===== config.mk =====
export PLATFORM = sky130hd
export DESIGN_NAME = vibration_motor_envelope
export DESIGN_NICKNAME = d
export VERILOG_FILES = /design/src/hdl/vme_pkg.sv /design/src/hdl/vme_arith.sv /design/src/hdl/vibration_motor_envelope.sv
export SDC_FILE = /design/constraint.sdc
export NUM_CORES = 2
export LEC_CHECK = 0
export ABC_AREA = 1
export BUFFER_PORTS_ARGS = -buffer_cell sky130_fd_sc_hd__buf_2
export CORE_MARGIN = 2
export CORE_UTILIZATION = 70
export CTS_CLUSTER_DIAMETER = 200
export CTS_CLUSTER_SIZE = 30
export DETAILED_ROUTE_END_ITERATION = 7
export HOLD_SLACK_MARGIN = 0.05
export PLACE_DENSITY = 0.88
export SYNTH_ARGS = -nofsm -noshare
export SYNTH_HDL_FRONTEND = slang
export SYNTH_SLANG_ARGS = --single-unit

===== constraint.sdc =====
create_clock -name aclk -period 15.3 [get_ports aclk]
set_input_delay 1.53 -clock aclk [delete_from_list [all_inputs] [get_ports aclk]]
set_output_delay 1.53 -clock aclk [all_outputs]
set_load 0.01 [all_outputs]

===== src/hdl/vme_pkg.sv =====
// Shared types, codes and reset constants for the vibration motor envelope block.
`timescale 1ns / 1ps

package vme_pkg;

    // Default width of the millisecond time counters.
    localparam int TIME_BITS_DEF = 32;

    // Configuration port geometry.
    localparam int CFG_IDX_W  = 4;
    localparam int CFG_DATA_W = 48;

    // Configuration register indexes.
    localparam logic [CFG_IDX_W-1:0] REG_ENV_LENGTH = 4'd0;
    localparam logic [CFG_IDX_W-1:0] REG_ENV_ATTACK = 4'd1;
    localparam logic [CFG_IDX_W-1:0] REG_ENV_DECAY  = 4'd2;
    localparam logic [CFG_IDX_W-1:0] REG_LEVELS     = 4'd3;
    localparam logic [CFG_IDX_W-1:0] REG_GAINS      = 4'd4;
    localparam logic [CFG_IDX_W-1:0] REG_OSC_PERIOD = 4'd5;
    localparam logic [CFG_IDX_W-1:0] REG_OSC_COUNT  = 4'd6;
    localparam logic [CFG_IDX_W-1:0] REG_OSC_WINDOW = 4'd7;

    // Register reset values.
    localparam logic [24:0] LEVELS_RESET = 25'd4784128;
    localparam logic [23:0] GAINS_RESET  = 24'd65535;
    localparam logic [15:0] PERIOD_RESET = 16'hFFFF;

    // Motor phase codes.
    localparam logic [1:0] PH_IDLE    = 2'd0;
    localparam logic [1:0] PH_ACTIVE  = 2'd1;
    localparam logic [1:0] PH_BRAKE   = 2'd2;
    localparam logic [1:0] PH_RELEASE = 2'd3;

    // Widths of the serial arithmetic unit.
    localparam int ARITH_A_W = 24;
    localparam int ARITH_B_W = 16;

    // Sequencer states.
    typedef enum logic [3:0] {
        ST_IDLE,
        ST_TICK,
        ST_CHECK,
        ST_CLASS,
        ST_RMUL,
        ST_RDIV,
        ST_EMUL,
        ST_XMUL,
        ST_MIX,
        ST_WMUL,
        ST_WDIV,
        ST_FIN,
        ST_GMUL,
        ST_DONE
    } vme_state_t;

    // Operations of the serial arithmetic unit.
    typedef enum logic {
        OP_MUL,
        OP_DIV
    } vme_op_t;

    // Control into the arithmetic unit.
    typedef struct packed {
        logic    start;
        vme_op_t op;
    } arith_ctl_t;

    // Status out of the arithmetic unit.
    typedef struct packed {
        logic busy;
        logic done;
    } arith_stat_t;

endpackage


===== src/hdl/vme_arith.sv =====
// Bit-serial multiplier and divider shared by the envelope sequencer.
`timescale 1ns / 1ps

module vme_arith (
    input  logic                                aclk,
    input  logic                                aresetn,
    input  vme_pkg::arith_ctl_t                 ctl,
    input  logic [vme_pkg::ARITH_A_W-1:0]       opa,    // multiplicand (15:0) or dividend
    input  logic [vme_pkg::ARITH_B_W-1:0]       opb,    // multiplier (7:0) or divisor
    output vme_pkg::arith_stat_t                stat,
    output logic [vme_pkg::ARITH_A_W-1:0]       result
);

    logic            busy_reg, busy_next;
    logic            done_reg, done_next;
    vme_pkg::vme_op_t op_reg, op_next;
    logic [2:0]      cnt_reg, cnt_next;
    logic [23:0]     acc_reg, acc_next;
    logic [22:0]     sh_reg, sh_next;
    logic [7:0]      mb_reg, mb_next;
    logic            ge;

    // One multiplier bit or one quotient bit per cycle, most significant first.
    always_comb begin
        busy_next = busy_reg;
        done_next = 1'b0;
        op_next   = op_reg;
        cnt_next  = cnt_reg;
        acc_next  = acc_reg;
        sh_next   = sh_reg;
        mb_next   = mb_reg;
        ge        = acc_reg >= {1'b0, sh_reg};
        if (ctl.start) begin
            busy_next = 1'b1;
            op_next   = ctl.op;
            cnt_next  = 3'd7;
            if (ctl.op == vme_pkg::OP_MUL) begin
                acc_next = '0;
                sh_next  = {7'd0, opa[15:0]};
                mb_next  = opb[7:0];
            end else begin
                acc_next = opa;
                sh_next  = {opb, 7'd0};
                mb_next  = '0;
            end
        end else if (busy_reg) begin
            if (op_reg == vme_pkg::OP_MUL) begin
                acc_next = {acc_reg[22:0], 1'b0} + (mb_reg[7] ? {8'd0, sh_reg[15:0]} : 24'd0);
                mb_next  = {mb_reg[6:0], 1'b0};
            end else begin
                if (ge) begin
                    acc_next = acc_reg - {1'b0, sh_reg};
                end
                mb_next = {mb_reg[6:0], ge};
                sh_next = {1'b0, sh_reg[22:1]};
            end
            cnt_next = cnt_reg - 3'd1;
            if (cnt_reg == 3'd0) begin
                busy_next = 1'b0;
                done_next = 1'b1;
            end
        end
    end

    always_ff @(posedge aclk) begin
        if (!aresetn) begin
            busy_reg <= 1'b0;
            done_reg <= 1'b0;
        end else begin
            busy_reg <= busy_next;
            done_reg <= done_next;
        end
        op_reg  <= op_next;
        cnt_reg <= cnt_next;
        acc_reg <= acc_next;
        sh_reg  <= sh_next;
        mb_reg  <= mb_next;
    end

    assign stat.busy = busy_reg;
    assign stat.done = done_reg;
    assign result    = (op_reg == vme_pkg::OP_MUL) ? acc_reg : {16'd0, mb_reg};

endmodule


===== src/hdl/vibration_motor_envelope.sv =====
// Top level of the vibration motor envelope generator.
`timescale 1ns / 1ps

// Each transaction on the input is either a one millisecond tick or a train
// trigger, and yields exactly one result transaction with the held PWM duty,
// the brake pin, the mixed envelope level and the motor phase. A trigger goes
// straight to the result; a tick skips the arithmetic when the motor is idle
// and the last level is zero. Otherwise every multiplication and division
// runs through one shared bit-serial unit at one bit per cycle, and a tick
// needs up to seven of them (ramp product and quotient, envelope gain,
// external gain, window product and quotient, master gain). One transaction
// is worked on at a time; a finished result waits in the output register
// while the next transaction is taken.
module vibration_motor_envelope #(
    parameter int TIME_BITS = vme_pkg::TIME_BITS_DEF
) (
    input  logic                             aclk,
    input  logic                             aresetn,
    // Input stream
    input  logic                             s_tvalid,
    output logic                             s_tready,
    input  logic [7:0]                       s_tdata,   // ext_drive 7:0
    input  logic [0:0]                       s_tuser,   // func 0
    // Result stream
    output logic                             m_tvalid,
    input  logic                             m_tready,
    output logic [23:0]                      m_tdata,   // drive_duty 7:0, brake_on 8,
                                                        // envelope_level 16:9, phase 18:17
    // Configuration writes
    input  logic                             cfg_valid,
    output logic                             cfg_ready,
    input  logic [vme_pkg::CFG_IDX_W-1:0]    cfg_index,
    input  logic [vme_pkg::CFG_DATA_W-1:0]   cfg_data
);

    vme_pkg::vme_state_t state_reg, state_next;
    logic launched_reg, launched_next;

    // Configuration registers
    logic [15:0] len_reg, att_reg, dec_reg, per_reg, ocnt_reg;
    logic [24:0] lvl_reg;
    logic [23:0] gain_reg;
    logic [47:0] win_reg;

    // Envelope state
    logic [TIME_BITS-1:0] now_reg, now_next;
    logic [TIME_BITS-1:0] onset_reg, onset_next;
    logic [TIME_BITS-1:0] tonset_reg, tonset_next;
    logic [15:0] ndone_reg, ndone_next;
    logic [1:0]  phase_reg, phase_next;
    logic        train_reg, train_next;
    logic [7:0]  last_reg, last_next;
    logic [7:0]  duty_reg, duty_next;
    logic        brake_reg, brake_next;

    // Work registers
    logic [7:0]  ext_reg, ext_next;
    logic [7:0]  v_reg, v_next;
    logic [7:0]  es_reg, es_next;
    logic [15:0] n_reg, n_next;
    logic [15:0] d_reg, d_next;
    logic [7:0]  start_reg, start_next;
    logic [7:0]  diff_reg, diff_next;
    logic        fall_reg, fall_next;
    logic [23:0] prod_reg, prod_next;

    // Output register
    logic        mv_reg, mv_next;
    logic [23:0] md_reg, md_next;

    // Arithmetic unit
    vme_pkg::arith_ctl_t  actl;
    vme_pkg::arith_stat_t astat;
    logic [23:0] opa, ares;
    logic [15:0] opb;

    // Field views
    logic [7:0]  amp, base, brk, lo, master, eg, xg;
    logic        expm;
    logic [15:0] dec_c, tl, oa, od;
    logic [TIME_BITS-1:0] now_inc, cur0, cur, ocur;
    logic [32:0] cur_x, ocur_x, lb_x;
    logic        in_acc, out_free, arith_state;
    logic [8:0]  mix_sum;

    assign amp    = lvl_reg[7:0];
    assign base   = lvl_reg[15:8];
    assign brk    = lvl_reg[23:16];
    assign expm   = lvl_reg[24];
    assign lo     = expm ? base : 8'd0;
    assign master = gain_reg[7:0];
    assign eg     = gain_reg[15:8];
    assign xg     = gain_reg[23:16];
    assign tl     = win_reg[15:0];
    assign oa     = win_reg[31:16];
    assign od     = win_reg[47:32];
    assign dec_c  = (dec_reg > len_reg) ? len_reg : dec_reg;

    assign now_inc = now_reg + 1'b1;
    assign cur0    = now_inc - onset_reg;
    assign cur     = now_reg - onset_reg;
    assign ocur    = now_reg - tonset_reg;
    assign cur_x   = 33'(cur);
    assign ocur_x  = 33'(ocur);
    assign lb_x    = 33'(len_reg) + 33'(brk);
    assign mix_sum = {1'b0, es_reg} + {1'b0, ares[15:8]};

    assign in_acc   = s_tvalid && s_tready;
    assign out_free = !mv_reg || m_tready;
    assign arith_state = (state_reg == vme_pkg::ST_RMUL) || (state_reg == vme_pkg::ST_RDIV) ||
                         (state_reg == vme_pkg::ST_EMUL) || (state_reg == vme_pkg::ST_XMUL) ||
                         (state_reg == vme_pkg::ST_WMUL) || (state_reg == vme_pkg::ST_WDIV) ||
                         (state_reg == vme_pkg::ST_GMUL);

    vme_arith u_arith (
        .aclk    (aclk),
        .aresetn (aresetn),
        .ctl     (actl),
        .opa     (opa),
        .opb     (opb),
        .stat    (astat),
        .result  (ares)
    );

    // Next state of the sequencer.
    always_comb begin
        state_next = state_reg;
        case (state_reg)
            vme_pkg::ST_IDLE: begin
                if (in_acc) begin
                    state_next = s_tuser[0] ? vme_pkg::ST_DONE : vme_pkg::ST_TICK;
                end
            end
            vme_pkg::ST_TICK:  state_next = vme_pkg::ST_CHECK;
            vme_pkg::ST_CHECK: begin
                if (phase_reg == vme_pkg::PH_IDLE && last_reg == 8'd0) begin
                    state_next = vme_pkg::ST_DONE;
                end else begin
                    state_next = vme_pkg::ST_CLASS;
                end
            end
            vme_pkg::ST_CLASS: begin
                state_next = vme_pkg::ST_EMUL;
                if (phase_reg != vme_pkg::PH_IDLE && !(cur_x > lb_x)) begin
                    if (cur_x < 33'(att_reg)) begin
                        state_next = vme_pkg::ST_RMUL;
                    end else if (cur_x >= 33'(len_reg - dec_c) && cur_x < 33'(len_reg)) begin
                        state_next = vme_pkg::ST_RMUL;
                    end
                end
            end
            vme_pkg::ST_RMUL: if (astat.done) state_next = vme_pkg::ST_RDIV;
            vme_pkg::ST_RDIV: if (astat.done) state_next = vme_pkg::ST_EMUL;
            vme_pkg::ST_EMUL: if (astat.done) state_next = vme_pkg::ST_XMUL;
            vme_pkg::ST_XMUL: if (astat.done) state_next = vme_pkg::ST_MIX;
            vme_pkg::ST_MIX: begin
                state_next = vme_pkg::ST_FIN;
                if (ocnt_reg > 16'd2) begin
                    if (ocur_x < 33'(oa)) begin
                        state_next = vme_pkg::ST_WMUL;
                    end else if (34'(ocur) + 34'(od) > 34'(tl) && od != 16'd0) begin
                        state_next = vme_pkg::ST_WMUL;
                    end
                end
            end
            vme_pkg::ST_WMUL: if (astat.done) state_next = vme_pkg::ST_WDIV;
            vme_pkg::ST_WDIV: if (astat.done) state_next = vme_pkg::ST_FIN;
            vme_pkg::ST_FIN: begin
                if (phase_reg == vme_pkg::PH_ACTIVE && master != 8'd255) begin
                    state_next = vme_pkg::ST_GMUL;
                end else begin
                    state_next = vme_pkg::ST_DONE;
                end
            end
            vme_pkg::ST_GMUL: if (astat.done) state_next = vme_pkg::ST_DONE;
            vme_pkg::ST_DONE: if (out_free) state_next = vme_pkg::ST_IDLE;
            default: state_next = vme_pkg::ST_IDLE;
        endcase
    end

    // Handshake and arithmetic unit control for each state.
    always_comb begin
        s_tready      = (state_reg == vme_pkg::ST_IDLE);
        actl.start    = arith_state && !launched_reg;
        actl.op       = vme_pkg::OP_MUL;
        launched_next = arith_state && !astat.done;
        opa           = '0;
        opb           = '0;
        case (state_reg)
            vme_pkg::ST_RMUL: begin
                opa = {8'd0, n_reg};
                opb = {8'd0, diff_reg};
            end
            vme_pkg::ST_RDIV: begin
                actl.op = vme_pkg::OP_DIV;
                opa     = fall_reg ? prod_reg + {8'd0, d_reg} - 24'd1 : prod_reg;
                opb     = d_reg;
            end
            vme_pkg::ST_EMUL: begin
                opa = {16'd0, eg};
                opb = {8'd0, v_reg};
            end
            vme_pkg::ST_XMUL: begin
                opa = {16'd0, ext_reg};
                opb = {8'd0, xg};
            end
            vme_pkg::ST_WMUL: begin
                opa = {8'd0, n_reg};
                opb = {8'd0, v_reg};
            end
            vme_pkg::ST_WDIV: begin
                actl.op = vme_pkg::OP_DIV;
                opa     = prod_reg;
                opb     = d_reg;
            end
            vme_pkg::ST_GMUL: begin
                opa = {16'd0, v_reg};
                opb = {8'd0, master};
            end
            default: begin
                opa = '0;
                opb = '0;
            end
        endcase
    end

    // Envelope state and work register updates.
    always_comb begin
        now_next    = now_reg;
        onset_next  = onset_reg;
        tonset_next = tonset_reg;
        ndone_next  = ndone_reg;
        phase_next  = phase_reg;
        train_next  = train_reg;
        last_next   = last_reg;
        duty_next   = duty_reg;
        brake_next  = brake_reg;
        ext_next    = ext_reg;
        v_next      = v_reg;
        es_next     = es_reg;
        n_next      = n_reg;
        d_next      = d_reg;
        start_next  = start_reg;
        diff_next   = diff_reg;
        fall_next   = fall_reg;
        prod_next   = prod_reg;
        mv_next     = mv_reg && !m_tready;
        md_next     = md_reg;
        case (state_reg)
            vme_pkg::ST_IDLE: begin
                if (in_acc) begin
                    ext_next = s_tdata;
                    // A trigger restarts the train at the current time, not advancing it.
                    if (s_tuser[0]) begin
                        if (ocnt_reg > ndone_reg) begin
                            if (!train_reg) onset_next = now_reg;
                            train_next = 1'b1;
                        end else begin
                            onset_next = now_reg;
                        end
                        phase_next  = vme_pkg::PH_ACTIVE;
                        ndone_next  = '0;
                        tonset_next = now_reg;
                    end
                end
            end
            vme_pkg::ST_TICK: begin
                // Advance time; restart the envelope each period, up to the train count.
                now_next = now_inc;
                if (ndone_reg < ocnt_reg && 33'(cur0) >= 33'(per_reg)) begin
                    phase_next = vme_pkg::PH_ACTIVE;
                    onset_next = now_inc;
                    ndone_next = ndone_reg + 16'd1;
                end
            end
            vme_pkg::ST_CHECK: begin
                // The external gain wakes the motor only when the drive is recomputed.
                if (xg != 8'd0 && !(phase_reg == vme_pkg::PH_IDLE && last_reg == 8'd0)) begin
                    phase_next = vme_pkg::PH_ACTIVE;
                end
            end
            vme_pkg::ST_CLASS: begin
                // Work out which part of the envelope the current time falls in.
                v_next = 8'd0;
                if (phase_reg != vme_pkg::PH_IDLE) begin
                    if (cur_x > lb_x) begin
                        if (!expm) begin
                            phase_next = vme_pkg::PH_RELEASE;
                        end else begin
                            v_next = base;
                        end
                    end else if (cur_x < 33'(att_reg)) begin
                        n_next     = cur[15:0];
                        d_next     = att_reg;
                        start_next = lo;
                        fall_next  = amp < lo;
                        diff_next  = (amp < lo) ? lo - amp : amp - lo;
                    end else if (cur_x < 33'(len_reg - dec_c)) begin
                        v_next = amp;
                    end else if (cur_x < 33'(len_reg)) begin
                        n_next     = cur[15:0] + dec_c - len_reg;
                        d_next     = dec_c;
                        start_next = amp;
                        fall_next  = lo < amp;
                        diff_next  = (lo < amp) ? amp - lo : lo - amp;
                    end else if (cur_x < lb_x) begin
                        if (!expm) begin
                            phase_next = vme_pkg::PH_BRAKE;
                        end else begin
                            v_next = base;
                        end
                    end
                end
            end
            vme_pkg::ST_RMUL: if (astat.done) prod_next = ares;
            vme_pkg::ST_RDIV: begin
                if (astat.done) begin
                    v_next = fall_reg ? start_reg - ares[7:0] : start_reg + ares[7:0];
                end
            end
            vme_pkg::ST_EMUL: if (astat.done) es_next = ares[15:8];
            vme_pkg::ST_XMUL: begin
                // Mix in the scaled external drive and saturate.
                if (astat.done) v_next = mix_sum[8] ? 8'd255 : mix_sum[7:0];
            end
            vme_pkg::ST_MIX: begin
                // Outer attack and decay window over the train.
                if (ocur_x < 33'(oa)) begin
                    n_next = ocur[15:0];
                    d_next = oa;
                end else begin
                    n_next = (33'(tl) > ocur_x) ? tl - ocur[15:0] : 16'd0;
                    d_next = od;
                end
            end
            vme_pkg::ST_WMUL: if (astat.done) prod_next = ares;
            vme_pkg::ST_WDIV: if (astat.done) v_next = ares[7:0];
            vme_pkg::ST_FIN: begin
                last_next = v_reg;
                case (phase_reg)
                    vme_pkg::PH_ACTIVE: begin
                        duty_next  = v_reg;
                        brake_next = 1'b0;
                    end
                    vme_pkg::PH_BRAKE: begin
                        duty_next  = 8'd0;
                        brake_next = 1'b1;
                    end
                    vme_pkg::PH_RELEASE: begin
                        duty_next  = 8'd0;
                        brake_next = 1'b0;
                        phase_next = vme_pkg::PH_IDLE;
                    end
                    default: begin
                        duty_next = duty_reg;
                    end
                endcase
            end
            vme_pkg::ST_GMUL: if (astat.done) duty_next = ares[15:8];
            vme_pkg::ST_DONE: begin
                if (out_free) begin
                    mv_next = 1'b1;
                    md_next = {5'd0, phase_reg, last_reg, brake_reg, duty_reg};
                end
            end
            default: begin
                v_next = v_reg;
            end
        endcase
    end

    // Configuration writes.
    assign cfg_ready = 1'b1;

    always_ff @(posedge aclk) begin
        if (!aresetn) begin
            len_reg  <= '0;
            att_reg  <= '0;
            dec_reg  <= '0;
            lvl_reg  <= vme_pkg::LEVELS_RESET;
            gain_reg <= vme_pkg::GAINS_RESET;
            per_reg  <= vme_pkg::PERIOD_RESET;
            ocnt_reg <= '0;
            win_reg  <= '0;
        end else if (cfg_valid && cfg_ready) begin
            case (cfg_index)
                vme_pkg::REG_ENV_LENGTH: len_reg  <= cfg_data[15:0];
                vme_pkg::REG_ENV_ATTACK: att_reg  <= cfg_data[15:0];
                vme_pkg::REG_ENV_DECAY:  dec_reg  <= cfg_data[15:0];
                vme_pkg::REG_LEVELS:     lvl_reg  <= cfg_data[24:0];
                vme_pkg::REG_GAINS:      gain_reg <= cfg_data[23:0];
                vme_pkg::REG_OSC_PERIOD: per_reg  <= cfg_data[15:0];
                vme_pkg::REG_OSC_COUNT:  ocnt_reg <= cfg_data[15:0];
                vme_pkg::REG_OSC_WINDOW: win_reg  <= cfg_data[47:0];
                default: len_reg <= len_reg;
            endcase
        end
    end

    // Control and envelope state registers.
    always_ff @(posedge aclk) begin
        if (!aresetn) begin
            state_reg    <= vme_pkg::ST_IDLE;
            launched_reg <= 1'b0;
            now_reg      <= '0;
            onset_reg    <= '0;
            tonset_reg   <= '0;
            ndone_reg    <= '0;
            phase_reg    <= vme_pkg::PH_IDLE;
            train_reg    <= 1'b0;
            last_reg     <= '0;
            duty_reg     <= '0;
            brake_reg    <= 1'b0;
            mv_reg       <= 1'b0;
        end else begin
            state_reg    <= state_next;
            launched_reg <= launched_next;
            now_reg      <= now_next;
            onset_reg    <= onset_next;
            tonset_reg   <= tonset_next;
            ndone_reg    <= ndone_next;
            phase_reg    <= phase_next;
            train_reg    <= train_next;
            last_reg     <= last_next;
            duty_reg     <= duty_next;
            brake_reg    <= brake_next;
            mv_reg       <= mv_next;
        end
        ext_reg   <= ext_next;
        v_reg     <= v_next;
        es_reg    <= es_next;
        n_reg     <= n_next;
        d_reg     <= d_next;
        start_reg <= start_next;
        diff_reg  <= diff_next;
        fall_reg  <= fall_next;
        prod_reg  <= prod_next;
        md_reg    <= md_next;
    end

    assign m_tvalid = mv_reg;
    assign m_tdata  = md_reg;

endmodule


# ---- Word-level counts from Yosys, hierarchy flattened
# Cells that the tools add are included.
dict set report totals {
  latch_bits 0
  mem_bits_ro 0
  output_inout_bits 27
  mem_count 0
  regBits 492
  input_bits 66
  mem_bits_rw 0
}
dict set report op_classes {
  n_eq_ne 51
  n_lt_le_gt_ge 17
  div 0
  n_reduce_logical 72
  addsub 21
  muxes 112
  shift 0
  mul 0
  bitwise_logic 3
}
# op n
set op_table {}
lappend op_table {{two-way mux 16 bit} 19}
lappend op_table {{two-way mux 8 bit} 24}
lappend op_table {{two-way mux 32 bit} 5}
lappend op_table {{two-way mux 24 bit} 6}
lappend op_table {{case mux 24 bit (6 select lines)} 1}
lappend op_table {{less-than comparator 32 x 16 -> 1 bit} 3}
lappend op_table {{case mux 16 bit (2 select lines)} 3}
lappend op_table {{subtractor 32 bit} 3}
lappend op_table {{two-way mux 23 bit} 4}
lappend op_table {{case mux 16 bit (5 select lines)} 1}
lappend op_table {{case mux 32 bit (2 select lines)} 1}
lappend op_table {{case mux 4 bit (14 select lines)} 1}
lappend op_table {{adder 24 x 16 -> 24 bit} 2}
lappend op_table {{two-way mux 4 bit} 11}
lappend op_table {{two-way mux 2 bit} 19}
lappend op_table {{adder 32 x 16 -> 33 bit} 1}
lappend op_table {{greater-or-equal comparator 32 x 33 -> 1 bit} 1}
lappend op_table {{greater-than comparator 33 x 16 -> 1 bit} 1}
lappend op_table {{less-than comparator 32 x 33 -> 1 bit} 1}
lappend op_table {{adder 32 x 1 -> 32 bit, second input constant} 1}
lappend op_table {{== test 4 x 3 -> 1 bit, second input constant} 8}
lappend op_table {{greater-or-equal comparator 32 x 16 -> 1 bit} 1}
lappend op_table {{greater-than comparator 16 bit} 2}
lappend op_table {{greater-than comparator 16 x 32 -> 1 bit} 1}
lappend op_table {{53 further kinds} 156}

# ---- Logic depth before layout (Yosys ltp)
dict set report depth {
  ltp_word 10
  depth_mapped 42
  ltp_nobuf 42
}

# ---- Hierarchy
# From an unflattened synthesis, not the netlist that was laid out.
dict set report hier_totals {
  hier_cells 6432
  hier_area_um2 42957.4
}
# module area_per_inst_um2 instances cells_per_inst seq_area_each_um2
set modules_own_cells {}
lappend modules_own_cells {vibration_motor_envelope 36611.4 1 5394 9789.4}
lappend modules_own_cells {vme_arith 6346.1 1 1038 1781.7}

# ---- Worst setup path after synthesis
# Ideal clock, no wire load.
dict set report synth_path {
  kind {flip-flop to flip-flop}
  from {reg len_reg[1]}
  to {reg d_reg[0], enable pin}
  stages_incl_launch_ff 34
  synth_period_minus_slack_ns 8.197
  setup_slack_ns 7.103
  setup_ns 0.375
  t_required_ns 14.925
  arrival_time_ns 7.822
  path_cell_list {dfxtp_1 -> inv_1 -> ha_1 -> a21oi_1 -> o21a_1 -> nor2_1 -> o21ai_0 -> nand2_1 -> nand2_1 -> inv_1 -> clkbuf_1 -> clkbuf_1 -> or2_2 -> o21ai_0 -> inv_1 -> ha_1 -> nand2_1 -> nor2_1 -> a211oi_1 -> nor2_1 -> nor3_1 -> nand2_1 -> ha_1 -> nand2_1 -> nor2_1 -> nand4_1 -> nor4_1 -> or3b_2 -> nand3_1 -> inv_1 -> nand2_1 -> inv_1 -> nor4_1 -> or2_2}
}
dict set report synth_via {
  elab_chain_cells 6
  elab_cells_between_ends 11
  cone_classes {2 x add/sub; 4 x order compare; 3 x eq/ne; 1 x mux; 1 x reduce/logical}
}
# element line_no
set synth_lines {}
lappend synth_lines {{start, declared} vibration_motor_envelope.sv:40} ;# logic [15:0] len_reg, att_reg, dec_reg, per_reg, ocnt_reg;
lappend synth_lines {{start signal, assigned} vibration_motor_envelope.sv:387} ;# vme_pkg::REG_ENV_LENGTH: len_reg <= cfg_data[15:0];
lappend synth_lines {{start signal, assigned} vibration_motor_envelope.sv:395} ;# default: len_reg <= len_reg;
lappend synth_lines {{greater-than comparator 16 bit} vibration_motor_envelope.sv:97} ;# assign dec_c = (dec_reg > len_reg) ? len_reg : dec_reg;
lappend synth_lines {{two-way mux 16 bit} vibration_motor_envelope.sv:97}
lappend synth_lines {{subtractor 16 x 16 -> 17 bit} vibration_motor_envelope.sv:298} ;# end else if (cur_x < 33'(len_reg - dec_c)) begin
lappend synth_lines {{less-than comparator 32 x 33 -> 1 bit} vibration_motor_envelope.sv:298}
lappend synth_lines {{!= test 3 bit (no line)} --}
lappend synth_lines {{AND reduction 5 bit (no line) *} --}
lappend synth_lines {{end signal, assigned} vibration_motor_envelope.sv:433} ;# d_reg <= d_next;
lappend synth_lines {{end, declared} vibration_motor_envelope.sv:61} ;# logic [15:0] d_reg, d_next;
# Every way passes the cells marked *; elsewhere a longest branch is shown, timed or not.
# A chain may end at the register's enable or synchronous reset.

# ---- Worst setup path in the final report
dict set report layout_path {
  from {reg len_reg[9]}
  to {reg d_reg[12], enable pin}
}
# Same word-level chain as after synthesis.

==> summary.md <==
| Metric | Value |
|---|---|
| DR WL met3 | `12.0 mm` |
| Clock-pin slew on the worst setup and hold paths | `between 0.1 and 0.15 ns` |
| Wire per inst | `roughly 21 um` |
| CP dominant cell by count | `nand2_1` |
| Clock root cell | `clkbuf_16` |
| Hold buffer count at CTS | `0` |
| Die X | `about 240 um` |
| Bufs on Longest Clock Path | `3` |
| M1 WL | `49.8 mm` |
| Post-CTS Setup Repair Bufs | `0` |
| Final instance area | `42200 um^2` |
| Async set-or-reset flop fraction in the synthesized netlist | `0%` |
| Setup_tns | `0 ns` |
| Max reg flops | `48` |
| GP Congestion | `roughly 1.1` |
| Critical Path End Type | `flip-flop` |
| Status | `complete, no violations` |
| R2r startpoint | `len_reg[9]$_SDFFE_PN0P_` |
| Achievable frequency | `0.118 GHz` |
| Starting Density | `70.6%` |
| Startpoint Class | `flip-flop` |
| Area added between synthesis and finish | `3.89%` |
| Drt total wl | `~140 mm` |
| ANT nets after route | `0` |
| Most frequent cells in the layout | `1134 x nand2_1, 895 x inv_1, 584 x a21oi_1, 541 x o21ai_0, 538 x nor2_1` |
| Initial DRC count | `4333` |
| Final Cycle Share | `55.2%` |
| Layout Nets | `~6300` |
| Clock Skew | `0.0501 ns` |
| Die area | `60000 um^2` |
| Worst-margin pin slew | `roughly 1.2 ns` |
| Top_reg_cell synth | `dfxtp_1` |
| Total track usage | `44.1%` |
| CTS buffer count | `20` |
| Final setup fails | `0` |
| Resize count post-CTS | `0` |
| Max stage delay on crit path | `0.67 ns` |
| Seq/Total Area, Yosys | `~28%` |
| CP max stage cell | `or2_2` |
| Most common cell after layout, fill and taps aside | `nand2_1` |
| First-pass GRT wire length | `208 mm` |
| H-tree depth | `1` |
| Core area | `57600 um^2` |
| Share of layout cells above drive strength 1 | `3.92%` |
| Largest net degree at the start of global routing | `118` |
| Syn. warnings | `0` |
| Class of the tightest hold or removal check | `reg -> reg` |
| Number of I/O pins | `93` |
| Mean Syn Cell Area | `6.97 um^2` |
| Required time of the critical path | `between 15 and 20 ns` |
| Max Used Layer | `met4` |
| Port-buffer cells | `between 80 and 90` |
| Rel. slew slack | `between 15 and 20%` |
| Synthesized area | `just over 40000 um^2` |
| Synth Register Bits | `492` |
| DR pass1 iterations | `6` |
| HP Start | `duty_reg[3]$_SDFFE_PN0P_` |
| DPL Wire Length | `107 mm` |
| WP data arrival | `8.70 ns` |
| Gate Count Post-Synth | `5833` |
| Yosys cell types | `66` |
| Grt total ovfl | `0` |
| Residual DRC | `0` |
| Vias in the first global route | `38100` |
| Max FO, Critical Path | `32` |
| Initial antenna violation count | `1` |
| Via Count | `~40000` |
| Post-synth EDFFs | `172` |
| Crit path from | `len_reg[9]$_SDFFE_PN0P_` |
| Clk sinks | `492` |
| RSZ-0062 raised after global routing | `false` |
| Tmin final | `8.44 ns` |
| Latest clock arrival within the worst-skew pair | `0.62 ns` |
| Max Slew Vio Count | `0` |
| Hold Fails Final Rpt | `0` |
| Die H | `245 um` |
| Max-cap violations | `0` |
| CTS tree | `yes` |
| Num rows | `88` |
| Metal2 WL | `60.9 mm` |
| Drt via density | `6.13` |
| Setup CP Type | `reg -> reg` |
| DP Area | `41700 um^2` |
## logic make-up (layout without fill, tap and decap cells)
logic type               after synthesis  count (layout)  synth area share (%)
AO/OA/AOI/OAI                       1414            1414                  18.9
XOR/XNOR                             238             238                  5.15
adder cells (fa/ha/maj)              472             472                  15.0
buffers and inverters               1080            1060                  10.1
flip-flops                           492             492                  28.5
multiplexers                           1               1                0.0277
other                                  2               7                0.0185
AND/OR/NAND/NOR                     2134            2134                  22.2
## critical path: cells and delay by family, from the launching register on
family / cells / cell delay [ns]
adders and majority gates: 3 / 1.20
AOI/OAI and AO/OA: 4 / 0.60
and+or+nand+nor: 19 / 4.69
buffers and inverters: 5 / 1.05
DFF: 1 / 0.48
## metrics by stage
step,instances,utilization [%],worst slack (ns),hold WS [ns]
after floorplan,5837,-,7.10,0.403
after global placement,6551,72.3,7.13,0.412
after detailed placement,6551,72.3,7.08,0.412
after CTS,6582,73.3,7.02,0.437
after global routing,6582,73.3,6.24,0.457
final,6583,73.3,6.86,0.439
## Yosys cell counts, drive strengths merged (21+ instances only)
library cell | count | area share [%]
edfxtp | 172 | 13
clkbuf | 144 | 1.3
nor3 | 57 | 0.79
xor2 | 176 | 3.8
o21bai | 21 | 0.39
ha | 444 | 14
a21oi | 587 | 7.2
nor2 | 555 | 5.2
xnor2 | 62 | 1.4
a31oi | 25 | 0.38
a21o | 24 | 0.44
dfxtp | 320 | 16
fa | 28 | 1.4
buf | 28 | 0.43
inv | 902 | 8.3
nor4 | 28 | 0.46
o22ai | 51 | 0.78
nand2 | 1141 | 11
nand4 | 75 | 1.2
nand3 | 226 | 3.0
o211ai | 35 | 0.65
o21ai | 564 | 6.9
## final cells by class
type	instances	area, um^2
clock inverters	2	36.3
clock buffers	29	534
flip-flops and latches	492	11600
diodes	1	2.50
well taps	765	957
inverters	908	3410
repair buffers	121	696
multi-input cells	4265	25000
fillers	4732	15400
## final timing paths
| path | end | slack [ns] | cells after the start |
|---|---|---|---|
| worst max-delay path | d_reg[12]$_DFFE_PP_ | 6.86 | 31 |
| worst min-delay path | m_tdata[3]$_DFFE_PP_ | 0.44 | 0 |
| worst max register to register | d_reg[12]$_DFFE_PP_ | 6.86 | 31 |
| worst min register to register | m_tdata[3]$_DFFE_PP_ | 0.44 | 0 |
## layer usage
metal	vias up	global-route usage, %
met3	581	7.14
met1	18300	51.5
li1	19300	-
met5	-	0
met4	0	32.9
met2	2139	73.0
Power is not shown: default switching activity piles up to over one toggle a cycle in this logic, so the estimate is an artifact.
